`src/hdl/dpb_pkg.sv`:
```
`timescale 1ns / 1ps

package dpb_pkg;

    // Frame geometry
    localparam int MAX_DIM = 4096;
    localparam int CNT_W   = $clog2(MAX_DIM);
    localparam int DIM_W   = 13;

    // Field widths
    localparam int DEPTH_W = 16;
    localparam int COLOR_W = 8;
    localparam int RGB_W   = 3 * COLOR_W;
    localparam int INVF_W  = 24;
    localparam int COORD_W = 32;

    // Compare width for counters against clamped dimensions
    localparam int CMP_W  = ((CNT_W + 1) > DIM_W) ? (CNT_W + 1) : DIM_W;
    // Signed half-pixel offset from the principal point
    localparam int OFS_W  = CMP_W + 1;
    // |offset| * depth, then * inv_focal
    localparam int MAG1_W = CMP_W + DEPTH_W;
    localparam int MAG2_W = MAG1_W + INVF_W;
    // Q0.24 scale plus the half-pixel unit
    localparam int ROUND_SHIFT = INVF_W + 1;

    // Configuration port
    localparam int CFG_IDX_W  = 3;
    localparam int CFG_DATA_W = 24;

    localparam logic [DIM_W-1:0]  WIDTH_RESET  = DIM_W'(640);
    localparam logic [DIM_W-1:0]  HEIGHT_RESET = DIM_W'(480);
    localparam logic [DIM_W-1:0]  CX_RESET     = DIM_W'(639);
    localparam logic [DIM_W-1:0]  CY_RESET     = DIM_W'(479);
    localparam logic [INVF_W-1:0] INVF_RESET   = INVF_W'(31957);

    typedef enum logic [CFG_IDX_W-1:0] {
        REG_IMAGE_WIDTH   = 3'd0,
        REG_IMAGE_HEIGHT  = 3'd1,
        REG_CENTER_X_HALF = 3'd2,
        REG_CENTER_Y_HALF = 3'd3,
        REG_INV_FOCAL_Q24 = 3'd4
    } cfg_reg_t;

    // Queue between front and back
    localparam int QUEUE_DEPTH = 4;
    localparam int QPTR_W      = $clog2(QUEUE_DEPTH);

    typedef struct packed {
        logic [DEPTH_W-1:0] depth_mm;
        logic               depth_valid;
        logic [COLOR_W-1:0] red;
        logic [COLOR_W-1:0] green;
        logic [COLOR_W-1:0] blue;
    } in_item_t;

    typedef struct packed {
        logic signed [COORD_W-1:0] point_x;
        logic signed [COORD_W-1:0] point_y;
        logic [DEPTH_W-1:0]        point_z;
        logic                      point_valid;
        logic [RGB_W-1:0]          packed_rgb;
        logic                      frame_last;
    } out_item_t;

    typedef struct packed {
        logic signed [OFS_W-1:0] offset_x;
        logic signed [OFS_W-1:0] offset_y;
        logic [DEPTH_W-1:0]      depth_mm;
        logic                    depth_valid;
        logic [RGB_W-1:0]        packed_rgb;
        logic                    frame_last;
    } queue_item_t;

endpackage

```
`src/hdl/dpb_queue.sv`:
```
`timescale 1ns / 1ps

module dpb_queue (
    input  logic                 clk,
    input  logic                 rst_n,
    input  logic                 wr_en,
    input  dpb_pkg::queue_item_t wr_item,
    output logic                 full,
    input  logic                 rd_en,
    output dpb_pkg::queue_item_t rd_item,
    output logic                 empty
);

    dpb_pkg::queue_item_t mem [dpb_pkg::QUEUE_DEPTH];

    logic [dpb_pkg::QPTR_W-1:0] wr_ptr_reg;
    logic [dpb_pkg::QPTR_W-1:0] rd_ptr_reg;
    logic [dpb_pkg::QPTR_W:0]   count_reg;
    logic                       do_wr;
    logic                       do_rd;
    logic                       wr_wrap;
    logic                       rd_wrap;

    assign full  = (count_reg == (dpb_pkg::QPTR_W + 1)'(dpb_pkg::QUEUE_DEPTH));
    assign empty = (count_reg == '0);
    assign do_wr = wr_en && !full;
    assign do_rd = rd_en && !empty;

    // Pointers wrap at the last entry, whatever the depth
    assign wr_wrap = (wr_ptr_reg == dpb_pkg::QPTR_W'(dpb_pkg::QUEUE_DEPTH - 1));
    assign rd_wrap = (rd_ptr_reg == dpb_pkg::QPTR_W'(dpb_pkg::QUEUE_DEPTH - 1));

    // Storage
    always_ff @(posedge clk)
    begin
        if (do_wr)
            mem[wr_ptr_reg] <= wr_item;
    end

    assign rd_item = mem[rd_ptr_reg];

    // Pointers and fill level
    always_ff @(posedge clk or negedge rst_n)
    begin
        if (!rst_n)
        begin
            wr_ptr_reg <= '0;
            rd_ptr_reg <= '0;
            count_reg  <= '0;
        end
        else
        begin
            if (do_wr)
                wr_ptr_reg <= wr_wrap ? '0 : wr_ptr_reg + dpb_pkg::QPTR_W'(1);
            if (do_rd)
                rd_ptr_reg <= rd_wrap ? '0 : rd_ptr_reg + dpb_pkg::QPTR_W'(1);
            if (do_wr && !do_rd)
                count_reg <= count_reg + (dpb_pkg::QPTR_W + 1)'(1);
            else if (do_rd && !do_wr)
                count_reg <= count_reg - (dpb_pkg::QPTR_W + 1)'(1);
        end
    end

endmodule

```
`config.mk`:
```
export PLATFORM = sky130hd
export DESIGN_NAME = dpb_queue
export DESIGN_NICKNAME = d
export VERILOG_FILES = /design/src/hdl/dpb_pkg.sv /design/src/hdl/dpb_queue.sv
export SDC_FILE = /design/constraint.sdc
export NUM_CORES = 1
export LEC_CHECK = 0
export ABC_AREA = 1
export BUFFER_PORTS_ARGS = -buffer_cell sky130_fd_sc_hd__buf_2
export CAP_MARGIN = 30
export CORE_ASPECT_RATIO = 0.8
export CORE_UTILIZATION = 58
export CTS_CLUSTER_DIAMETER = 150
export CTS_CLUSTER_SIZE = 28
export DETAILED_ROUTE_END_ITERATION = 10
export MAX_ROUTING_LAYER = met4
export PLACE_DENSITY = 0.79
export SLEW_MARGIN = 5
export SYNTH_ARGS = -nofsm -noshare
export SYNTH_HDL_FRONTEND = slang
export SYNTH_SLANG_ARGS = --single-unit
```
`constraint.sdc`:
```
create_clock -name clk -period 5.9 [get_ports clk]
set_clock_uncertainty 0.15 [all_clocks]
set_input_delay 0.295 -clock clk [delete_from_list [all_inputs] [get_ports clk]]
set_output_delay 0.295 -clock clk [all_outputs]
set_load 0.01 [all_outputs]
```
==> impl_metrics.toml <==
[outcome]
status = "completed"

[critical_path]
crit_arrival_ns = 2.54
rrSetupSlack_ns = 3.08
required_ns = 5.45
r2r_end = "mem[3][24]"
path_class = "flip-flop to output pin"
path_max_fanout = 168
critical_path.startpoint = "rd_ptr_reg[0]"
crit_end = "rd_item[15]"
ff2ff_path_depth = 6
end_kind = "output pin"
timing.rr.start = "count_reg[0]"
startpoint_type = "flip-flop"

[run]
maxCapViolCount = 0

[detailed_routing]
vias_per_cell = 5.268
wl_per_cell_um = 16.38
drt-initial-drc-count = 525
routed_wl_um = 21980
via_count = 7070
drtAntennaViolNets = 0
dr.pass1.iters = 7
drc = 0

[logic_synthesis]
synth_edf_count = 280
yosysMostFrequentCell = "edfxtp_1"
yosysTopAreaCellShare_pct = 73.18
yosys.area.top_type = "edfxtp_1"
ys_warn_count = 0
netlist_top_cells_area = "edfxtp_1 (73%), o211ai_1 (9.1%), nand2_1 (7.4%)"
syn_avg_cell_area_um2 = 13.10
syn_inst = 877
netlist-cell-type-count = 15
syn-num-nets = 958
ys_top_cells_by_count = "edfxtp_1 (280), nand2_1 (225), inv_1 (155), o211ai_1 (140), buf_2 (37)"
ys_seq_area_share_pct = 74.70
syn_area_mm2 = 0.01149
synthFlopType = "edfxtp_1"
synth-seq-cells = 287
synthArstFlopShare_pct = 2.439

[sta]
worstMarginPinSlew_ns = 0.8788
slew_headroom_pct = 41.41
fin_crit_ns = 2.988
finalCritPeriodShare_pct = 50.65
fmax_mhz = 334.6
setup_tns_ns = 0
hold_viol = 0
grt_setup_unrepaired = "false"
holdWs_ns = 0.3825
setup_viol = 0
fin_ws_ns = 2.912
slew_viol_final = 0

[clocking]
htreeDepth = 1
cts_resized = 0
root_buffer = "clkbuf_16"
clk_path_buf_depth = 3
cts-buffers-inserted = 14
cts_setup_buffers = 0
clock_latency_ns = 0.49
cts_sinks = 287
clk_pin_slew_ns = 0.11
hold_buffers = 74
cts_tree = "yes"

[floorplan]
die_h_um = 127.9
die_width_um = 159.4
core_mm2 = 0.01920
rows = 45
dieArea_mm2 = 0.02038
io_pins = 146
initial_core_util_pct = 59.84

[final_layout]
area_growth_pct = 19.15
utilization_pct = 71.31
final_cell_count_no_fill = 1342
fin_area_mm2 = 0.01369
drive_gt1_share_pct = 16.62
largest_reg_flops = 280
finalNetCount = 1159

[min_path]
min_path_type = "flip-flop to flip-flop"

[place]
place.gp.congestion = 0.7705
dp_slack_ns = 3.087
hpwl_um = 12530
placed_cells = 1245
io_buffers = 145
placed_area_mm2 = 0.01250

[pwr]
leakage_nw = 5.451
power_mw = 6.124
p_per_area_mw_per_mm2 = 447.3
max-vdd-ir-drop_v = 0.0003381

[global_routing]
grt_pass1_wl_um = 34360
grt_overflow_total = 0
grt_use_total_pct = 22.53
grt_max_degree = 169
first_global_vias = 6639
antenna_found_initial = 1
==> final cells by class <==
class	instances	area (um2)
diodes	1	2.502
clock buffers	20	394.1
clock inverters	1	30.03
fillers	1221	5509
inverters	156	585.6
multi-input cells	388	2098
flip-flops and latches	287	8588
well taps	258	322.8
repair buffers	231	1669
==> logic make-up after synthesis <==
group | Yosys count | share of synthesized area [%]
DFF | 287 | 74.70
and+or+nand+nor | 239 | 7.906
buffers and inverters | 202 | 7.296
AOI/OAI and AO/OA | 141 | 9.191
adders and majority gates | 7 | 0.8276
xor gates and xnor gates | 1 | 0.07624
==> cells in the final DEF, fill, tap and decap left out, drive strengths merged <==
master	instances
o211ai	140
nand3	7
dlygate4sd3	74
dfrtp	7
edfxtp	280
clkbuf	20
diode	1
o21ai	1
nand4	1
fa	1
inv	156
ha	6
buf	157
xnor2	1
nand2	225
clkinv	1
nor2	6
==> metal layers <==
layer / track usage, % / part of all wire, %
met1: 29.47 / 43
met2: 38.62 / 50
met3: 2.912 / 5.9
met4: 4.299 / 1.4
met5: - / 0
==> critical path, stage by stage (launching register included) <==
cell and delay (ns):
dfrtp_4 0.56, buf_16 0.34, buf_12 0.51, nand2_1 0.15, o211ai_1 0.12, nand2_1 0.11, buf_2 0.15
==> power breakdown <==
| part | leakage, nW | switching [mW] | internal, mW |
|---|---|---|---|
| clock network | 0.202 | 0.588 | 0.481 |
| registers | 2.65 | 0.109 | 2.67 |
| logic | 2.60 | 1.50 | 0.779 |
==> how the worst min path moves through the flow <==
stage	startpoint	endpoint	slack, ns	depth (start not counted)
2_1_floorplan	rst_n	count_reg[0]	-0.15	0
3_3_place_gp	rst_n	count_reg[2]	-0.01	1
3_5_place_dp	rst_n	count_reg[1]	-0.01	1
4_1_cts	count_reg[2]	count_reg[2]	0.38	2
5_1_grt	wr_item[5]	mem[0][5]	0.39	2
6_report	count_reg[2]	count_reg[2]	0.38	2
Power figures use the tool's default switching activity.
