==> config.mk <==
export PLATFORM = sky130hd
export DESIGN_NAME = dpb_back
export DESIGN_NICKNAME = d
export VERILOG_FILES = /design/src/hdl/dpb_pkg.sv /design/src/hdl/dpb_back.sv
export SDC_FILE = /design/constraint.sdc
export NUM_CORES = 2
export LEC_CHECK = 0
export ABC_AREA = 1
export BUFFER_PORTS_ARGS = -buffer_cell sky130_fd_sc_hd__buf_2
export CORE_MARGIN = 5
export CORE_UTILIZATION = 31
export DETAILED_ROUTE_END_ITERATION = 10
export HOLD_SLACK_MARGIN = 0.08
export PLACE_DENSITY = 0.53
export SLEW_MARGIN = 20
export SYNTH_ARGS = -nofsm -noshare
export SYNTH_HDL_FRONTEND = slang
export SYNTH_SLANG_ARGS = --single-unit
==> constraint.sdc <==
create_clock -name clk -period 10.4 [get_ports clk]
set_input_delay 1.56 -clock clk [delete_from_list [all_inputs] [get_ports clk]]
set_output_delay 1.56 -clock clk [all_outputs]
set_load 0.01 [all_outputs]
==> src/hdl/dpb_pkg.sv <==
`timescale 1ns / 1ps

package dpb_pkg;

    // Frame geometry
    localparam int MAX_DIM = 4096;
    localparam int CNT_W   = $clog2(MAX_DIM);
    localparam int DIM_W   = 13;

    // Field widths
    localparam int DEPTH_W = 16;
    localparam int COLOR_W = 8;
    localparam int RGB_W   = 3 * COLOR_W;
    localparam int INVF_W  = 24;
    localparam int COORD_W = 32;

    // Compare width for counters against clamped dimensions
    localparam int CMP_W  = ((CNT_W + 1) > DIM_W) ? (CNT_W + 1) : DIM_W;
    // Signed half-pixel offset from the principal point
    localparam int OFS_W  = CMP_W + 1;
    // |offset| * depth, then * inv_focal
    localparam int MAG1_W = CMP_W + DEPTH_W;
    localparam int MAG2_W = MAG1_W + INVF_W;
    // Q0.24 scale plus the half-pixel unit
    localparam int ROUND_SHIFT = INVF_W + 1;

    // Configuration port
    localparam int CFG_IDX_W  = 3;
    localparam int CFG_DATA_W = 24;

    localparam logic [DIM_W-1:0]  WIDTH_RESET  = DIM_W'(640);
    localparam logic [DIM_W-1:0]  HEIGHT_RESET = DIM_W'(480);
    localparam logic [DIM_W-1:0]  CX_RESET     = DIM_W'(639);
    localparam logic [DIM_W-1:0]  CY_RESET     = DIM_W'(479);
    localparam logic [INVF_W-1:0] INVF_RESET   = INVF_W'(31957);

    typedef enum logic [CFG_IDX_W-1:0] {
        REG_IMAGE_WIDTH   = 3'd0,
        REG_IMAGE_HEIGHT  = 3'd1,
        REG_CENTER_X_HALF = 3'd2,
        REG_CENTER_Y_HALF = 3'd3,
        REG_INV_FOCAL_Q24 = 3'd4
    } cfg_reg_t;

    // Queue between front and back
    localparam int QUEUE_DEPTH = 4;
    localparam int QPTR_W      = $clog2(QUEUE_DEPTH);

    typedef struct packed {
        logic [DEPTH_W-1:0] depth_mm;
        logic               depth_valid;
        logic [COLOR_W-1:0] red;
        logic [COLOR_W-1:0] green;
        logic [COLOR_W-1:0] blue;
    } in_item_t;

    typedef struct packed {
        logic signed [COORD_W-1:0] point_x;
        logic signed [COORD_W-1:0] point_y;
        logic [DEPTH_W-1:0]        point_z;
        logic                      point_valid;
        logic [RGB_W-1:0]          packed_rgb;
        logic                      frame_last;
    } out_item_t;

    typedef struct packed {
        logic signed [OFS_W-1:0] offset_x;
        logic signed [OFS_W-1:0] offset_y;
        logic [DEPTH_W-1:0]      depth_mm;
        logic                    depth_valid;
        logic [RGB_W-1:0]        packed_rgb;
        logic                    frame_last;
    } queue_item_t;

endpackage

==> src/hdl/dpb_back.sv <==
`timescale 1ns / 1ps

module dpb_back (
    input  logic                       clk,
    input  logic                       rst_n,
    input  logic                       q_empty,
    input  dpb_pkg::queue_item_t       q_item,
    output logic                       q_pop,
    input  logic [dpb_pkg::INVF_W-1:0] inv_focal,
    output logic                       empty,
    input  logic                       pop,
    output dpb_pkg::out_item_t         out_item
);

    typedef struct packed {
        logic                       neg_x;
        logic                       neg_y;
        logic [dpb_pkg::MAG1_W-1:0] mag_x;
        logic [dpb_pkg::MAG1_W-1:0] mag_y;
        logic [dpb_pkg::DEPTH_W-1:0] depth_mm;
        logic                       depth_valid;
        logic [dpb_pkg::RGB_W-1:0]  packed_rgb;
        logic                       frame_last;
    } mul1_t;

    typedef struct packed {
        logic                       neg_x;
        logic                       neg_y;
        logic [dpb_pkg::MAG2_W-1:0] mag_x;
        logic [dpb_pkg::MAG2_W-1:0] mag_y;
        logic [dpb_pkg::DEPTH_W-1:0] depth_mm;
        logic                       depth_valid;
        logic [dpb_pkg::RGB_W-1:0]  packed_rgb;
        logic                       frame_last;
    } mul2_t;

    logic      s1_valid_reg;
    logic      s2_valid_reg;
    logic      out_valid_reg;
    mul1_t     s1_reg;
    mul1_t     s1_next;
    mul2_t     s2_reg;
    mul2_t     s2_next;
    dpb_pkg::out_item_t out_reg;
    dpb_pkg::out_item_t out_next;

    logic en1;
    logic en2;
    logic en3;
    logic [dpb_pkg::CMP_W-1:0] abs_x;
    logic [dpb_pkg::CMP_W-1:0] abs_y;

    // Round half away from zero, drop the scale, saturate to 32 bits signed
    function automatic logic [dpb_pkg::COORD_W-1:0] round_sat(
        input logic                       neg,
        input logic [dpb_pkg::MAG2_W-1:0] mag
    );
        logic [dpb_pkg::MAG2_W:0] sum;
        logic [63:0]              q;
        logic [dpb_pkg::COORD_W-1:0] res;
        sum = {1'b0, mag} + ((dpb_pkg::MAG2_W + 1)'(1) << (dpb_pkg::ROUND_SHIFT - 1));
        q   = 64'(sum >> dpb_pkg::ROUND_SHIFT);
        if (neg)
        begin
            if (q > 64'h0000_0000_8000_0000)
                res = 32'h8000_0000;
            else
                res = 32'(~q + 64'd1);
        end
        else
        begin
            if (q > 64'h0000_0000_7FFF_FFFF)
                res = 32'h7FFF_FFFF;
            else
                res = q[dpb_pkg::COORD_W-1:0];
        end
        return res;
    endfunction

    // Stall chain: a stage moves when its successor is free or moving
    assign en3   = !out_valid_reg || pop;
    assign en2   = !s2_valid_reg || en3;
    assign en1   = !s1_valid_reg || en2;
    assign q_pop = en1 && !q_empty;

    // Stage 1: |offset| * depth
    always_comb
    begin
        abs_x = q_item.offset_x[dpb_pkg::OFS_W-1]
              ? dpb_pkg::CMP_W'(-q_item.offset_x) : dpb_pkg::CMP_W'(q_item.offset_x);
        abs_y = q_item.offset_y[dpb_pkg::OFS_W-1]
              ? dpb_pkg::CMP_W'(-q_item.offset_y) : dpb_pkg::CMP_W'(q_item.offset_y);
        s1_next.neg_x       = q_item.offset_x[dpb_pkg::OFS_W-1];
        s1_next.neg_y       = q_item.offset_y[dpb_pkg::OFS_W-1];
        s1_next.mag_x       = dpb_pkg::MAG1_W'(abs_x) * dpb_pkg::MAG1_W'(q_item.depth_mm);
        s1_next.mag_y       = dpb_pkg::MAG1_W'(abs_y) * dpb_pkg::MAG1_W'(q_item.depth_mm);
        s1_next.depth_mm    = q_item.depth_mm;
        s1_next.depth_valid = q_item.depth_valid;
        s1_next.packed_rgb  = q_item.packed_rgb;
        s1_next.frame_last  = q_item.frame_last;
    end

    // Stage 2: * inv_focal
    always_comb
    begin
        s2_next.neg_x       = s1_reg.neg_x;
        s2_next.neg_y       = s1_reg.neg_y;
        s2_next.mag_x       = dpb_pkg::MAG2_W'(s1_reg.mag_x) * dpb_pkg::MAG2_W'(inv_focal);
        s2_next.mag_y       = dpb_pkg::MAG2_W'(s1_reg.mag_y) * dpb_pkg::MAG2_W'(inv_focal);
        s2_next.depth_mm    = s1_reg.depth_mm;
        s2_next.depth_valid = s1_reg.depth_valid;
        s2_next.packed_rgb  = s1_reg.packed_rgb;
        s2_next.frame_last  = s1_reg.frame_last;
    end

    // Stage 3: rounding, saturation, NaN masking
    always_comb
    begin
        if (s2_reg.depth_valid)
        begin
            out_next.point_x = round_sat(s2_reg.neg_x, s2_reg.mag_x);
            out_next.point_y = round_sat(s2_reg.neg_y, s2_reg.mag_y);
            out_next.point_z = s2_reg.depth_mm;
        end
        else
        begin
            out_next.point_x = '0;
            out_next.point_y = '0;
            out_next.point_z = '0;
        end
        out_next.point_valid = s2_reg.depth_valid;
        out_next.packed_rgb  = s2_reg.packed_rgb;
        out_next.frame_last  = s2_reg.frame_last;
    end

    // Payload registers
    always_ff @(posedge clk)
    begin
        if (en1)
            s1_reg <= s1_next;
        if (en2)
            s2_reg <= s2_next;
        if (en3)
            out_reg <= out_next;
    end

    // Stage valid bits
    always_ff @(posedge clk or negedge rst_n)
    begin
        if (!rst_n)
        begin
            s1_valid_reg  <= 1'b0;
            s2_valid_reg  <= 1'b0;
            out_valid_reg <= 1'b0;
        end
        else
        begin
            if (en1)
                s1_valid_reg <= !q_empty;
            if (en2)
                s2_valid_reg <= s1_valid_reg;
            if (en3)
                out_valid_reg <= s2_valid_reg;
        end
    end

    assign empty    = !out_valid_reg;
    assign out_item = out_reg;

endmodule

==> impl_table.tex <==
\begin{tabular}{lr}
\hline
Metric & Value \\
\hline
\multicolumn{2}{l}{\textbf{Clock network}} \\
Skew-Pair Late Insertion Delay & about 640 ps \\
CTS-repair resized insts & 0 \\
Number of sinks driven by the clock tree & around 310 \\
Largest buffer count on any clock path & 3 \\
Clock tree from TritonCTS & yes \\
Number of post-CTS setup repair buffers & 0 \\
Register clock-pin slew on the reported worst setup and hold paths & $\sim$60 ps \\
Total clock buffers created by CTS & 40 \\
Count of H-tree levels built during CTS & 2 \\
Hold buffer count at cts & 0 \\
CTS Root Cell & sky130\_fd\_sc\_hd\_\_clkbuf\_16 \\
\multicolumn{2}{l}{\textbf{Place}} \\
Dpl cell area & around 0.078 mm² \\
Number of I/O port buffers & roughly 210 \\
Routability Congestion & 0.8853 \\
DPL Wire Length & between 150 and 200 mm \\
\multicolumn{2}{l}{\textbf{Critical path}} \\
Most frequent cell on the critical path & sky130\_fd\_sc\_hd\_\_fa\_1 \\
Setup Crit Path Kind & primary input to flip-flop \\
Critical-path maximum fanout & between 40 and 50 \\
Crit path cell chain & buf\_2 > buf\_4 > nand2\_1 > fa\_1 > inv\_1 > fa\_1 > fa\_1 > fa\_1 > fa\_1 > fa\_1 > inv\_1 > fa\_1 > inv\_1 > ha\_1 > a21oi\_1 > o21ai\_0 > a21oi\_1 > o21ai\_0 > nor2\_1 > o21ai\_0 > xor2\_1 \\
Critical Path End Type & flip-flop \\
Biggest cell delay along the critical path & about 820 ps \\
WP data required & 10760 ps \\
Crit-path slowest cell & sky130\_fd\_sc\_hd\_\_buf\_2 \\
Endpoint arrival time on the critical path & between 8000 and 9000 ps \\
Setup crit start kind & primary input \\
\multicolumn{2}{l}{\textbf{STA}} \\
Total Negative Setup Slacks & 0 ps \\
Final period demand of the worst path & $\sim$8000 ps \\
Slew headroom & 0.1986 \\
Fin. max-slew vios & 0 \\
Fmax & 122.7 MHz \\
Actual transition at the worst max-transition pin & approximately 1200 ps \\
RSZ-0062 raised after global routing & false \\
Number of failing setup endpoints in the final timing report & 0 \\
Period utilization & 0.7836 \\
Clock Skews & $\sim$28 ps \\
Number of hold violations in the final report & 0 \\
\multicolumn{2}{l}{\textbf{Global route}} \\
Overall routing resource usage & 0.1726 \\
Via count of the first global-routing pass & approximately 62000 \\
Number of antenna violations at the first check in global routing & 7 \\
Grt ovf & 0 \\
Pin count of the biggest net entering global routing & 61 \\
First-pass GRT wire length & 344.6 mm \\
\multicolumn{2}{l}{\textbf{Job}} \\
MaxCap Viol Count & 0 \\
\multicolumn{2}{l}{\textbf{Yosys}} \\
Number of enable flip-flop cells after synthesis & between 300 and 400 \\
Count of warnings emitted by yosys & 0 \\
Register bit count reported by yosys & 313 \\
Proportion of synthesized chip area in sequential cells & 0.1272 \\
Netlist area before placement & approximately 0.074 mm² \\
Mapped Cells & between 9000 and 10000 \\
Top post-synthesis cells by area & sky130\_fd\_sc\_hd\_\_fa\_1 (40\%), sky130\_fd\_sc\_hd\_\_inv\_1 (14\%), sky130\_fd\_sc\_hd\_\_edfxtp\_1 (13\%) \\
Yosys top cell by area & sky130\_fd\_sc\_hd\_\_fa\_1 \\
Post-synthesis average cell area & about 8 µm² \\
Most frequent cell after synthesis & sky130\_fd\_sc\_hd\_\_inv\_1 \\
Share of Yosys cell area claimed by the top area cell type & 0.4044 \\
Syn\_nets & 11346 \\
Distinct cell type count after synthesis & 49 \\
Ys flop type & sky130\_fd\_sc\_hd\_\_edfxtp\_1 \\
Fraction of registers with async set or reset after synthesis & 0.009585 \\
Synth cell count leaders & sky130\_fd\_sc\_hd\_\_inv\_1 (2754), sky130\_fd\_sc\_hd\_\_nand2\_1 (2446), sky130\_fd\_sc\_hd\_\_fa\_1 (1490), sky130\_fd\_sc\_hd\_\_ha\_1 (504), sky130\_fd\_sc\_hd\_\_nor2\_1 (480) \\
\multicolumn{2}{l}{\textbf{Run status}} \\
Result of the run & complete, no violations \\
\multicolumn{2}{l}{\textbf{Cells and area}} \\
Final Instance Area & about 0.08 mm² \\
Multi-input combinational cell area & $\sim$0.053 mm² \\
Nets & between 10000 and 15000 \\
Number of fill cells in the layout & $\sim$25000 \\
Number of flip-flops in the largest register & about 110 \\
Sequential cell area & about 0.0094 mm² \\
Share of layout cells above drive strength 1 & 0.05154 \\
Layout overhead on the synthesized area & 8.279\% \\
\multicolumn{2}{l}{\textbf{Die}} \\
Top-Level Pins & 206 \\
Vertical die dimension & between 400 and 500 µm \\
Effective utilization at floorplan & 0.3107 \\
Horizontal die dimension & between 400 and 500 µm \\
Core area & approximately 0.24 mm² \\
Placement row count & between 150 and 200 \\
Total Die Area & 0.2478 mm² \\
\multicolumn{2}{l}{\textbf{Routing}} \\
Average routed wire per standard cell & 16.91 µm \\
Number of remaining DRC errors & 0 \\
First-pass iteration count of the detailed router & 6 \\
Wire length reported by the detailed router & approximately 210 mm \\
Antenna Nets Post-Route & 0 \\
Post-DR vias/cell & 4.561 \\
Initial detailed-routing violation count & approximately 3500 \\
Via count & about 57000 \\
\multicolumn{2}{l}{\textbf{Worst hold path}} \\
Class of the worst hold path & flip-flop to flip-flop \\
\hline
\end{tabular}
==> per-stage QoR <==
stage	util	worst slack, ps	hold slack (ps)	cells
6_report	0.3364	2251	414.5	12484
5_1_grt	0.3364	1918	416.3	12483
4_1_cts	0.3363	2260	413.9	12479
3_5_place_dp	0.3303	1573	404.5	12406
3_3_place_gp	0.3299	1549	400.6	12400
2_1_floorplan	-	2819	400.3	9254
==> cell families (layout without fill, tap and decap cells) <==
group,Yosys count,after routing,share of synthesized area
other,0,3,0
and+or+nand+nor,3264,3264,0.1756
DFF,313,313,0.1272
xor gates and xnor gates,110,110,0.01316
AOI/OAI and AO/OA,476,476,0.03639
adders and majority gates,1994,1994,0.4899
buffers and inverters,3097,3157,0.1577
==> worst max-delay path: cells and delay by family <==
family,cells,cell delay (ps)
and+or+nand+nor,2,400
xor gates and xnor gates,1,180
adders and majority gates,8,3880
AOI/OAI and AO/OA,5,1040
buffers and inverters,5,1340
==> final cells by class <==
type                       count  area share
multi-input combinational   5844      0.6605
inverter                    2767      0.1301
sequential                   313      0.1175
tap                         3167     0.04961
timing repair buffer         317     0.02466
clock buffer                  43     0.01280
clock inverter                30    0.004778
antenna                        3  0.00009399
==> layout by cell type, fill, tap and decap left out, types with 8 or more instances in the layout <==
cell	count
sky130_fd_sc_hd__inv_1	2753
sky130_fd_sc_hd__nand2_1	2445
sky130_fd_sc_hd__fa_1	1490
sky130_fd_sc_hd__ha_1	504
sky130_fd_sc_hd__nor2_1	480
sky130_fd_sc_hd__edfxtp_1	310
sky130_fd_sc_hd__a21oi_1	208
sky130_fd_sc_hd__buf_2	203
sky130_fd_sc_hd__nand3_1	149
sky130_fd_sc_hd__o21ai_0	142
sky130_fd_sc_hd__buf_4	104
sky130_fd_sc_hd__xor2_1	70
sky130_fd_sc_hd__nor3_1	55
sky130_fd_sc_hd__clkbuf_16	40
sky130_fd_sc_hd__xnor2_1	39
sky130_fd_sc_hd__nand2_2	30
sky130_fd_sc_hd__o21bai_1	26
sky130_fd_sc_hd__nand4_1	26
sky130_fd_sc_hd__a21o_1	21
sky130_fd_sc_hd__o21a_1	19
sky130_fd_sc_hd__a21boi_0	16
sky130_fd_sc_hd__nor2_2	16
sky130_fd_sc_hd__a31oi_1	15
sky130_fd_sc_hd__nor2_4	14
sky130_fd_sc_hd__or2_2	14
sky130_fd_sc_hd__nor4_1	11
sky130_fd_sc_hd__clkinv_1	9
sky130_fd_sc_hd__inv_2	8
==> metal layers <==
metal | vias up | part of all wire | track usage
li1 | 26496 | - | -
met1 | 28595 | 0.46 | 0.2453
met2 | 1609 | 0.45 | 0.2811
met3 | 237 | 0.062 | 0.02534
met4 | 2 | 0.019 | 0.03456
met5 | - | 0.000062 | 0
==> worst paths after layout <==
| path | endpoint | cells after the start | startpoint | slack [ps] |
|---|---|---|---|---|
| worst max-delay path | s2_reg[84] | 21 | inv_focal[15] | 2250 |
| worst min-delay path | out_next[9] | 0 | s1_reg[9] | 410 |
| worst max register to register | s2_reg[84] | 20 | s1_reg[55] | 3000 |
| worst min register to register | out_next[9] | 0 | s1_reg[9] | 410 |
| max in group asynchronous | out_valid_reg | 1 | rst_n | 9570 |
| min in group asynchronous | s2_valid_reg | 1 | rst_n | 720 |
Power is left out: the tool's default activity adds up to more than one toggle a clock period on the data nets, which glitch-free logic cannot reach.
