$ cat config.mk
export PLATFORM = sky130hd
export DESIGN_NAME = dpb_front
export DESIGN_NICKNAME = d
export VERILOG_FILES = /design/src/hdl/dpb_pkg.sv /design/src/hdl/dpb_front.sv
export SDC_FILE = /design/constraint.sdc
export NUM_CORES = 1
export LEC_CHECK = 0
export ABC_AREA = 1
export BUFFER_PORTS_ARGS = -buffer_cell sky130_fd_sc_hd__clkbuf_2
export CAP_MARGIN = 20
export CELL_PAD_IN_SITES_DETAIL_PLACEMENT = 0
export CELL_PAD_IN_SITES_GLOBAL_PLACEMENT = 1
export CORE_MARGIN = 1
export CORE_UTILIZATION = 42
export CTS_CLUSTER_SIZE = 24
export DETAILED_ROUTE_END_ITERATION = 12
export PLACE_DENSITY_LB_ADDON = 0.1
export SLEW_MARGIN = 5
export SYNTH_ARGS = -nofsm -noshare
export SYNTH_HDL_FRONTEND = slang
export SYNTH_SLANG_ARGS = --single-unit
$ cat constraint.sdc
create_clock -name clk -period 4.6 [get_ports clk]
set_clock_uncertainty 0.05 [all_clocks]
set_input_delay 0.92 -clock clk [delete_from_list [all_inputs] [get_ports clk]]
set_output_delay 0.92 -clock clk [all_outputs]
set_load 0.05 [all_outputs]
$ cat src/hdl/dpb_pkg.sv
`timescale 1ns / 1ps

package dpb_pkg;

    // Frame geometry
    localparam int MAX_DIM = 4096;
    localparam int CNT_W   = $clog2(MAX_DIM);
    localparam int DIM_W   = 13;

    // Field widths
    localparam int DEPTH_W = 16;
    localparam int COLOR_W = 8;
    localparam int RGB_W   = 3 * COLOR_W;
    localparam int INVF_W  = 24;
    localparam int COORD_W = 32;

    // Compare width for counters against clamped dimensions
    localparam int CMP_W  = ((CNT_W + 1) > DIM_W) ? (CNT_W + 1) : DIM_W;
    // Signed half-pixel offset from the principal point
    localparam int OFS_W  = CMP_W + 1;
    // |offset| * depth, then * inv_focal
    localparam int MAG1_W = CMP_W + DEPTH_W;
    localparam int MAG2_W = MAG1_W + INVF_W;
    // Q0.24 scale plus the half-pixel unit
    localparam int ROUND_SHIFT = INVF_W + 1;

    // Configuration port
    localparam int CFG_IDX_W  = 3;
    localparam int CFG_DATA_W = 24;

    localparam logic [DIM_W-1:0]  WIDTH_RESET  = DIM_W'(640);
    localparam logic [DIM_W-1:0]  HEIGHT_RESET = DIM_W'(480);
    localparam logic [DIM_W-1:0]  CX_RESET     = DIM_W'(639);
    localparam logic [DIM_W-1:0]  CY_RESET     = DIM_W'(479);
    localparam logic [INVF_W-1:0] INVF_RESET   = INVF_W'(31957);

    typedef enum logic [CFG_IDX_W-1:0] {
        REG_IMAGE_WIDTH   = 3'd0,
        REG_IMAGE_HEIGHT  = 3'd1,
        REG_CENTER_X_HALF = 3'd2,
        REG_CENTER_Y_HALF = 3'd3,
        REG_INV_FOCAL_Q24 = 3'd4
    } cfg_reg_t;

    // Queue between front and back
    localparam int QUEUE_DEPTH = 4;
    localparam int QPTR_W      = $clog2(QUEUE_DEPTH);

    typedef struct packed {
        logic [DEPTH_W-1:0] depth_mm;
        logic               depth_valid;
        logic [COLOR_W-1:0] red;
        logic [COLOR_W-1:0] green;
        logic [COLOR_W-1:0] blue;
    } in_item_t;

    typedef struct packed {
        logic signed [COORD_W-1:0] point_x;
        logic signed [COORD_W-1:0] point_y;
        logic [DEPTH_W-1:0]        point_z;
        logic                      point_valid;
        logic [RGB_W-1:0]          packed_rgb;
        logic                      frame_last;
    } out_item_t;

    typedef struct packed {
        logic signed [OFS_W-1:0] offset_x;
        logic signed [OFS_W-1:0] offset_y;
        logic [DEPTH_W-1:0]      depth_mm;
        logic                    depth_valid;
        logic [RGB_W-1:0]        packed_rgb;
        logic                    frame_last;
    } queue_item_t;

endpackage

$ cat src/hdl/dpb_front.sv
`timescale 1ns / 1ps

module dpb_front (
    input  logic                               clk,
    input  logic                               rst_n,
    input  logic                               push,
    output logic                               full,
    input  dpb_pkg::in_item_t                  in_item,
    input  logic                               cfg_write,
    input  logic [dpb_pkg::CFG_IDX_W-1:0]      cfg_index,
    input  logic [dpb_pkg::CFG_DATA_W-1:0]     cfg_data,
    input  logic                               q_full,
    output logic                               q_push,
    output dpb_pkg::queue_item_t               q_item,
    output logic [dpb_pkg::INVF_W-1:0]         inv_focal
);

    logic [dpb_pkg::DIM_W-1:0]  width_reg;
    logic [dpb_pkg::DIM_W-1:0]  height_reg;
    logic [dpb_pkg::DIM_W-1:0]  cx_reg;
    logic [dpb_pkg::DIM_W-1:0]  cy_reg;
    logic [dpb_pkg::INVF_W-1:0] invf_reg;

    logic [dpb_pkg::CNT_W-1:0] col_reg;
    logic [dpb_pkg::CNT_W-1:0] col_next;
    logic [dpb_pkg::CNT_W-1:0] row_reg;
    logic [dpb_pkg::CNT_W-1:0] row_next;

    logic [dpb_pkg::CMP_W-1:0] width_eff;
    logic [dpb_pkg::CMP_W-1:0] height_eff;
    logic                      col_last;
    logic                      row_last;
    logic                      accept;

    // Configuration registers
    always_ff @(posedge clk or negedge rst_n)
    begin
        if (!rst_n)
        begin
            width_reg  <= dpb_pkg::WIDTH_RESET;
            height_reg <= dpb_pkg::HEIGHT_RESET;
            cx_reg     <= dpb_pkg::CX_RESET;
            cy_reg     <= dpb_pkg::CY_RESET;
            invf_reg   <= dpb_pkg::INVF_RESET;
        end
        else if (cfg_write)
        begin
            unique case (cfg_index)
                dpb_pkg::REG_IMAGE_WIDTH:   width_reg  <= cfg_data[dpb_pkg::DIM_W-1:0];
                dpb_pkg::REG_IMAGE_HEIGHT:  height_reg <= cfg_data[dpb_pkg::DIM_W-1:0];
                dpb_pkg::REG_CENTER_X_HALF: cx_reg     <= cfg_data[dpb_pkg::DIM_W-1:0];
                dpb_pkg::REG_CENTER_Y_HALF: cy_reg     <= cfg_data[dpb_pkg::DIM_W-1:0];
                dpb_pkg::REG_INV_FOCAL_Q24: invf_reg   <= cfg_data[dpb_pkg::INVF_W-1:0];
                default: ;
            endcase
        end
    end

    assign inv_focal = invf_reg;

    // Clamp dimensions to 1..MAX_DIM
    always_comb
    begin
        if (width_reg == '0)
            width_eff = dpb_pkg::CMP_W'(1);
        else if (dpb_pkg::CMP_W'(width_reg) > dpb_pkg::CMP_W'(dpb_pkg::MAX_DIM))
            width_eff = dpb_pkg::CMP_W'(dpb_pkg::MAX_DIM);
        else
            width_eff = dpb_pkg::CMP_W'(width_reg);

        if (height_reg == '0)
            height_eff = dpb_pkg::CMP_W'(1);
        else if (dpb_pkg::CMP_W'(height_reg) > dpb_pkg::CMP_W'(dpb_pkg::MAX_DIM))
            height_eff = dpb_pkg::CMP_W'(dpb_pkg::MAX_DIM);
        else
            height_eff = dpb_pkg::CMP_W'(height_reg);
    end

    // Last-in-row / last-in-frame; a counter past a shrunk dimension counts as last
    assign col_last = (dpb_pkg::CMP_W'(col_reg) + dpb_pkg::CMP_W'(1)) >= width_eff;
    assign row_last = (dpb_pkg::CMP_W'(row_reg) + dpb_pkg::CMP_W'(1)) >= height_eff;

    assign full   = q_full;
    assign accept = push && !q_full;
    assign q_push = accept;

    // Classify the pixel into a queue entry
    always_comb
    begin
        q_item.offset_x    = $signed(dpb_pkg::OFS_W'({col_reg, 1'b0}))
                           - $signed(dpb_pkg::OFS_W'(cx_reg));
        q_item.offset_y    = $signed(dpb_pkg::OFS_W'({row_reg, 1'b0}))
                           - $signed(dpb_pkg::OFS_W'(cy_reg));
        q_item.depth_mm    = in_item.depth_mm;
        q_item.depth_valid = in_item.depth_valid;
        q_item.packed_rgb  = {in_item.red, in_item.green, in_item.blue};
        q_item.frame_last  = col_last && row_last;
    end

    // Raster counters
    always_comb
    begin
        col_next = col_reg;
        row_next = row_reg;
        if (accept)
        begin
            if (col_last)
            begin
                col_next = '0;
                row_next = row_last ? '0 : row_reg + dpb_pkg::CNT_W'(1);
            end
            else
            begin
                col_next = col_reg + dpb_pkg::CNT_W'(1);
            end
        end
    end

    always_ff @(posedge clk or negedge rst_n)
    begin
        if (!rst_n)
        begin
            col_reg <= '0;
            row_reg <= '0;
        end
        else
        begin
            col_reg <= col_next;
            row_reg <= row_next;
        end
    end

endmodule

==> metrics.txt, run 1 <==
# TYPE chip_impl_metric gauge
chip_impl_metric{name="fin_ws",unit="ps"} 406
chip_impl_metric{name="worst-path-max-fanout",unit=""} 13
chip_impl_metric{name="synth.top_cell.area_share",unit="%"} 24.7
chip_impl_metric{name="dr_wl_met2",unit="um"} 6860
chip_impl_metric{name="detailroute.wirelength.met3",unit="um"} 691
chip_impl_metric{name="count_of_tritonroute_iterations_in_the_first_routing_pass",unit=""} 4
chip_impl_info{name="ys_top_cells_by_area",value="dfrtp_1 (25%), nand2_1 (15%), dfstp_2 (12%), ha_1 (9.4%), inv_1 (6.5%)"} 1
chip_impl_metric{name="maxCapViolCount",unit=""} 0
chip_impl_metric{name="rows",unit=""} 46
chip_impl_info{name="outcome",value="finished, final reports clean"} 1
chip_impl_info{name="synth_area_leader_cell",value="dfrtp_1"} 1
chip_impl_metric{name="tritoncts.num_buffers",unit=""} 9
chip_impl_metric{name="arrival_time_at_the_worst_endpoint",unit="ps"} 3220
chip_impl_metric{name="detailedRoute.firstIterationViolations",unit=""} 237
chip_impl_info{name="synth_top_flop_cell",value="dfrtp_1"} 1
chip_impl_metric{name="grt_pass1_wl",unit="um"} 27500
chip_impl_metric{name="ys_async_sr_fraction",unit="%"} 100
chip_impl_metric{name="finalHoldViolCount",unit=""} 0
chip_impl_metric{name="grt_max_degree",unit=""} 73
chip_impl_metric{name="edff_count_synth",unit=""} 0
chip_impl_metric{name="postSynthCellCount",unit=""} 900
chip_impl_metric{name="port_buffers",unit=""} 86
chip_impl_info{name="cts_tree",value="built"} 1
chip_impl_metric{name="h_tree_depth",unit=""} 3
chip_impl_metric{name="ir_drop",unit="mV"} 0.426
chip_impl_metric{name="fp.coreArea",unit="um2"} 15900
chip_impl_metric{name="syn_nets",unit=""} 1027
chip_impl_metric{name="area_delta_synth_final",unit="%"} 8.57
chip_impl_info{name="worst_setup_path_end_kind",value="output pin"} 1
chip_impl_info{name="hold_class",value="reg2reg"} 1
chip_impl_info{name="hold_path_startpoint",value="cx_reg[11]"} 1
chip_impl_metric{name="dp_slack",unit="ps"} 813
chip_impl_metric{name="r2r.worst_path.cells",unit=""} 17
chip_impl_info{name="cts.root.buffer_cell",value="clkbuf_16"} 1
chip_impl_metric{name="layout_worst_path_cycle_share",unit="%"} 91.2
chip_impl_metric{name="initial_util",unit="%"} 43.2
chip_impl_info{name="timing.rr.end",value="row_reg[9]"} 1
chip_impl_metric{name="critPathRequiredTime",unit="ps"} 3630
chip_impl_info{name="min_delay_worst_endpoint",value="cx_reg[11]"} 1
chip_impl_metric{name="synth_seq_area_share",unit="%"} 36.9
chip_impl_metric{name="antenna_left",unit=""} 0
chip_impl_metric{name="die_width",unit="um"} 130
chip_impl_metric{name="num_vias",unit=""} 5652
chip_impl_info{name="topRoutingLayerUsed",value="met4"} 1
chip_impl_metric{name="route.detailed.wl_per_inst",unit="um"} 14.4
chip_impl_metric{name="cts_resized",unit=""} 0
chip_impl_metric{name="fp.dieArea",unit="um2"} 16900
chip_impl_info{name="crit-reg2reg-launch",value="row_reg[0]"} 1
chip_impl_metric{name="fmax",unit="MHz"} 238
chip_impl_metric{name="power.total",unit="uW"} 4250
chip_impl_metric{name="routabilityCongestion",unit=""} 0.855
chip_impl_metric{name="cts_hold_buffers",unit=""} 0
chip_impl_info{name="worstSetupPathType",value="reg2out"} 1
chip_impl_metric{name="final_layout_size_suffix_gt1_share",unit="%"} 18.3
chip_impl_metric{name="net_total_in_the_final_layout",unit=""} 1066
chip_impl_metric{name="worst-slew-pin-transition",unit="ps"} 891
chip_impl_metric{name="dieHeight",unit="um"} 130
chip_impl_metric{name="slew_headroom",unit="%"} 40.6
chip_impl_metric{name="hold-worst-slack",unit="ps"} 437
chip_impl_metric{name="power_density_cells",unit="nW/um2"} 568
chip_impl_metric{name="final_design_area_no_fill",unit="um2"} 7480
chip_impl_metric{name="synth.avg_cell_area",unit="um2"} 7.65
chip_impl_info{name="unrepaired_setup_endpoints_after_global_routing",value="false"} 1
chip_impl_metric{name="antennaDiodeCount",unit=""} 0
chip_impl_metric{name="grt_use_total",unit="%"} 21.4
chip_impl_metric{name="clock_tree.buffer_depth",unit=""} 2
chip_impl_metric{name="drt_drc_violations_left",unit=""} 0
chip_impl_metric{name="cts_post_setup_buffers_inserted",unit=""} 0
chip_impl_metric{name="hpwl",unit="um"} 13000
chip_impl_metric{name="fillers",unit=""} 1664
chip_impl_metric{name="antenna_found_initial",unit=""} 1
chip_impl_metric{name="postSynthRegisterBits",unit=""} 100
chip_impl_metric{name="num_io_pins",unit=""} 169
chip_impl_metric{name="post_drt_via_cell_ratio",unit=""} 4.87
chip_impl_metric{name="wl_met1",unit="um"} 8730
chip_impl_metric{name="placed_cell_area",unit="um2"} 7190
chip_impl_metric{name="synth.yosys.warnings",unit=""} 0
chip_impl_info{name="timing.critical_path.from_type",value="flop"} 1
chip_impl_metric{name="grt_pass1_vias",unit=""} 5419
chip_impl_metric{name="syn-cell-area",unit="um2"} 6890
chip_impl_metric{name="drt_wl_total",unit="um"} 16700
chip_impl_metric{name="path_clk_slew",unit="ps"} 70
chip_impl_metric{name="cellLeakagePower",unit="uW"} 0.00405
chip_impl_metric{name="globalRoute.totalOverflow",unit=""} 0
chip_impl_metric{name="clkSinkCount",unit=""} 100
chip_impl_metric{name="slew_violations",unit=""} 0
chip_impl_metric{name="worst_hold_path.num_cells",unit=""} 2
chip_impl_metric{name="clkLatencyLatePin",unit="ps"} 350
chip_impl_metric{name="regToRegSetupSlack",unit="ps"} 1790
chip_impl_metric{name="post_synth_num_cell_types",unit=""} 38
chip_impl_metric{name="largest_register_ff_count",unit=""} 24
chip_impl_metric{name="setup_tns",unit="ps"} 0
chip_impl_metric{name="setup_viol_count_final",unit=""} 0
chip_impl_metric{name="min_clock_period_post_route",unit="ps"} 4190
[area by class of cell]
class                      instances  area, um2  area share [%]
multi-input combinational        618       3480            46.5
clock buffer                      12        258            3.45
clock inverter                     4       30.0           0.402
inverter                         123        462            6.17
tap                              216        270            3.61
timing repair buffer              87        440            5.89
sequential                       100       2540            34.0
[how the worst max path moves through the flow]
stage | start | endpoint | slack, ps
after floorplan | cy_reg[2] | q_item[55] | 1170
final | row_reg[0] | q_item[0] | 410
after global routing | row_reg[0] | q_item[0] | 40
after CTS | row_reg[0] | q_item[0] | 420
after global placement | row_reg[0] | q_item[0] | 950
after detailed placement | row_reg[0] | q_item[0] | 810
[metrics by stage]
stage / utilization (%) / instances
floorplan: - / 900
global placement: 45.1 / 1144
detailed placement: 45.1 / 1144
CTS: 46.9 / 1160
global route: 46.9 / 1160
finish: 46.9 / 1160
[power by group]
part / total (uW) / internal [uW] / switching (uW)
clock: 743 / 404 / 339
sequential: 1220 / 1080 / 137
combinational: 2290 / 610 / 1680
[synthesized netlist by cell type (3+ instances only)]
master / instances
inv_2: 3
dfstp_2: 32
nor2_1: 48
a31oi_1: 5
nor2_2: 4
inv_1: 120
nand2_2: 5
mux2_2: 11
xor2_1: 21
nor3_1: 7
a21o_1: 3
buf_4: 45
a21oi_1: 26
clkbuf_1: 10
nor4_1: 4
nor2_4: 6
nand2_4: 3
dfrtp_1: 68
o22ai_1: 3
nand3b_1: 4
o21bai_1: 3
nand4_1: 11
nand3_1: 21
xnor2_1: 7
o21ai_0: 81
nand2_1: 279
ha_1: 52
[cells in the final DEF, fill, tap and decap left out, drive strengths merged, types with 3 or more instances in the layout]
cell type	Yosys	routed
o21bai	3	3
a31oi	5	5
dfstp	32	32
nand3	24	24
mux2	11	11
nand3b	6	6
o21ai	82	82
a21oi	28	28
nor3	7	7
a21o	3	3
nand2	287	287
nor2	58	58
ha	52	52
nand4	11	11
dfrtp	68	68
clkbuf	10	97
o22ai	3	3
inv	123	126
xnor2	7	7
nor4	4	4
xor2	22	22
[kinds of logic (layout without fill, tap and decap cells)]
kind of cell    after synthesis  count (layout)  synth area share (%)
compound gates              126             126                  9.92
xor+xnor                     29              29                  3.80
fa+ha+maj                    54              54                  10.0
buf+inv                     182             226                  12.6
flops                       100             100                  36.9
mux                          11              11                  1.80
simple gates                398             398                  24.9
[critical path, stage by stage (launching register included)]
cell and delay [ps]:
dfrtp_1 480, ha_1 210, nand2_1 80, inv_1 120, nand2_4 80, nor2_4 110, nand3_1 80, nand2_1 90
inv_1 50, ha_1 280, nand2_1 50, nor2_1 140, nor3b_1 200, nand2_1 80, nand2_1 370, nand2_1 110
inv_1 70, clkbuf_2 260
[routing by layer]
layer  vias to the layer above  GRT usage, %
met1                      2575          31.3
met3                        49          2.91
li1                       2890             -
met2                       138          31.6
met4                         0          9.03
met5                         -             0
Note: power is estimated with default switching activity, not from simulation.
==> inputs of run 2 (changes only) <==
--- a/config.mk
+++ b/config.mk
@@ -11,7 +11,7 @@
 export CELL_PAD_IN_SITES_DETAIL_PLACEMENT = 0
 export CELL_PAD_IN_SITES_GLOBAL_PLACEMENT = 1
 export CORE_MARGIN = 1
-export CORE_UTILIZATION = 42
+export CORE_UTILIZATION = 30
 export CTS_CLUSTER_SIZE = 24
 export DETAILED_ROUTE_END_ITERATION = 12
 export PLACE_DENSITY_LB_ADDON = 0.1
==> run 2 against run 1 <==
Effect of this change: sequential power is essentially flat; register-to-register slack better by 70 ps; clock-buffer cell count down 3; clock power increased by 2%; hold slack better by 3.2 ps; setup slack improved by 210 ps; wire length up 11%; combinational power is essentially flat; utilization fell by 13 points; power grew 0.65%; final area increased by 1.6%; via count fell by 3.0%.
==> metrics.txt, run 2 (synthesized netlist as in run 1, its figures left out) <==
# TYPE chip_impl_metric gauge
chip_impl_info{name="outcome",value="finished, final reports clean"} 1
chip_impl_metric{name="critPathRequiredTime",unit="ps"} 3630
chip_impl_metric{name="routabilityCongestion",unit=""} 0.746
chip_impl_metric{name="port_buffers",unit=""} 86
chip_impl_metric{name="count_of_tritonroute_iterations_in_the_first_routing_pass",unit=""} 5
chip_impl_metric{name="hold-worst-slack",unit="ps"} 440
chip_impl_metric{name="grt_use_total",unit="%"} 16.5
chip_impl_metric{name="setup_tns",unit="ps"} 0
chip_impl_metric{name="h_tree_depth",unit=""} 3
chip_impl_metric{name="worst_hold_path.num_cells",unit=""} 2
chip_impl_info{name="crit_path_top_delay_cell",value="dfrtp_1"} 1
chip_impl_info{name="min_delay_worst_endpoint",value="cy_reg[6]"} 1
chip_impl_info{name="crit_path_cell_trace",value="ha_1 -> nand2_1 -> inv_1 -> nand2_4 -> nor2_4 -> inv_2 -> nor4_1 -> ha_1 -> nand2_1 -> nor2_1 -> nor3b_1 -> nand2_1 -> nand2_1 -> buf_4 -> nand2_1 -> inv_1 -> clkbuf_2"} 1
chip_impl_metric{name="path_clk_slew",unit="ps"} 70
chip_impl_metric{name="grt_pass1_vias",unit=""} 5428
chip_impl_metric{name="fmax",unit="MHz"} 251
chip_impl_metric{name="antenna_found_initial",unit=""} 2
chip_impl_metric{name="fp.dieArea",unit="um2"} 23600
chip_impl_metric{name="arrival_time_at_the_worst_endpoint",unit="ps"} 3010
chip_impl_metric{name="tritoncts.num_buffers",unit=""} 9
chip_impl_info{name="cts.root.buffer_cell",value="clkbuf_16"} 1
chip_impl_metric{name="grt_max_degree",unit=""} 41
chip_impl_info{name="unrepaired_setup_endpoints_after_global_routing",value="false"} 1
chip_impl_info{name="timing.critical_path.from_type",value="flop"} 1
chip_impl_metric{name="slew_violations",unit=""} 0
chip_impl_metric{name="cts_resized",unit=""} 0
chip_impl_info{name="leading_cell_types_in_the_layout_fill_and_taps_excluded",value="nand2_1 (279), inv_1 (120), clkbuf_2 (85)"} 1
chip_impl_info{name="worstSetupPathType",value="reg2out"} 1
chip_impl_metric{name="grt_pass1_wl",unit="um"} 30000
chip_impl_info{name="layout_commonest_cell",value="nand2_1"} 1
chip_impl_metric{name="rows",unit=""} 55
chip_impl_info{name="cts_tree",value="built"} 1
chip_impl_metric{name="area_delta_synth_final",unit="%"} 10.3
chip_impl_info{name="hold_path_startpoint",value="cy_reg[6]"} 1
chip_impl_metric{name="r2r.worst_path.cells",unit=""} 15
chip_impl_metric{name="multi_input_area",unit="um2"} 3480
chip_impl_metric{name="worst-path-max-fanout",unit=""} 13
chip_impl_metric{name="finalHoldViolCount",unit=""} 0
chip_impl_metric{name="min_clock_period_post_route",unit="ps"} 3980
chip_impl_metric{name="crit_path_max_incr_delay",unit="ps"} 480
chip_impl_metric{name="layout_worst_path_cycle_share",unit="%"} 86.6
chip_impl_info{name="worst_setup_path_end_kind",value="output pin"} 1
chip_impl_metric{name="final_layout_size_suffix_gt1_share",unit="%"} 18.8
chip_impl_metric{name="cellLeakagePower",unit="uW"} 0.00406
chip_impl_info{name="crit_top_cell",value="nand2_1"} 1
chip_impl_metric{name="maxCapViolCount",unit=""} 0
chip_impl_metric{name="initial_util",unit="%"} 30.5
chip_impl_metric{name="regToRegSetupSlack",unit="ps"} 1860
chip_impl_metric{name="clkLatencyLatePin",unit="ps"} 360
chip_impl_metric{name="num_io_pins",unit=""} 169
chip_impl_info{name="timing.rr.end",value="col_reg[2]"} 1
chip_impl_metric{name="detailedRoute.firstIterationViolations",unit=""} 256
chip_impl_info{name="hold_class",value="reg2reg"} 1
chip_impl_metric{name="die_width",unit="um"} 154
chip_impl_metric{name="slew_headroom",unit="%"} 52.1
chip_impl_info{name="crit-reg2reg-launch",value="col_reg[0]"} 1
chip_impl_metric{name="num_vias",unit=""} 5484
chip_impl_metric{name="cts_post_setup_buffers_inserted",unit=""} 0
chip_impl_metric{name="worstPathBufferInverterCount",unit=""} 5
chip_impl_metric{name="dieHeight",unit="um"} 154
chip_impl_metric{name="clkSinkCount",unit=""} 100
chip_impl_metric{name="hpwl",unit="um"} 14000
chip_impl_metric{name="cts_hold_buffers",unit=""} 0
chip_impl_metric{name="fillers",unit=""} 2525
chip_impl_metric{name="clock_tree.buffer_depth",unit=""} 2
chip_impl_metric{name="post_drt_via_cell_ratio",unit=""} 4.45
chip_impl_metric{name="drt_wl_total",unit="um"} 18500
chip_impl_metric{name="power_density_cells",unit="nW/um2"} 563
chip_impl_metric{name="setup_viol_count_final",unit=""} 0
chip_impl_metric{name="fp.coreArea",unit="um2"} 22600
chip_impl_info{name="timing.critical_path.max_delay_family",value="simple AND/OR/NAND/NOR gates"} 1
chip_impl_metric{name="route.detailed.wl_per_inst",unit="um"} 15.0
chip_impl_metric{name="largest_register_ff_count",unit=""} 24
chip_impl_metric{name="antenna_left",unit=""} 0
chip_impl_metric{name="drt_drc_violations_left",unit=""} 0
chip_impl_metric{name="globalRoute.totalOverflow",unit=""} 0
chip_impl_metric{name="regArea",unit="um2"} 2540
chip_impl_metric{name="net_total_in_the_final_layout",unit=""} 1069
chip_impl_metric{name="worst-slew-pin-transition",unit="ps"} 717
chip_impl_metric{name="ir_drop",unit="mV"} 0.229
==> run 2: cell type report <==
| class | count | share of cell area [%] |
|---|---|---|
| Timing Repair Buffer | 90 | 6.09 |
| Clock inverter | 7 | 0.906 |
| Sequential cell | 100 | 33.5 |
| Tap cell | 285 | 4.69 |
| Clock buffer | 9 | 2.96 |
| Antenna cell | 1 | 0.0329 |
| Multi-Input combinational cell | 618 | 45.8 |
| Inverter | 123 | 6.08 |
==> run 2: per-stage QoR <==
stage,cell area (um2),worst slack [ps],util (%),power [uW],std cells
detailed placement,7300,977,32.3,3560,1216
global route,7590,264,33.6,4610,1232
floorplan,6890,1170,-,3110,900
CTS,7590,577,33.6,4340,1232
global placement,7300,1040,32.3,3570,1216
finish,7600,617,33.7,4280,1233
==> run 2: how the worst max path moves through the flow <==
stage	startpoint	cells after the start	endpoint
after floorplan	cy_reg[2]	7	q_item[55]
after global placement	col_reg[0]	15	q_item[0]
after detailed placement	row_reg[0]	17	q_item[0]
after CTS	row_reg[0]	17	q_item[0]
after global routing	row_reg[0]	17	q_item[0]
final	row_reg[0]	17	q_item[0]
==> run 2: layer usage <==
layer	global-route usage [%]	share of wire, %	up-vias
li1	-	-	2905
met1	25.2	55	2463
met2	23.9	40	103
met3	2.45	3.7	13
met4	4.67	1.0	0
met5	0	0	-
==> run 2: worst min-delay path, stage by stage, from the launching register on <==
cell,delay (ps)
dfstp_2,370
nand2_1,50
o21ai_0,70
==> run 2: power by group <==
part	internal, uW	switching [uW]
sequential	1080	138
combinational	615	1690
clock	381	377
total	2070	2200
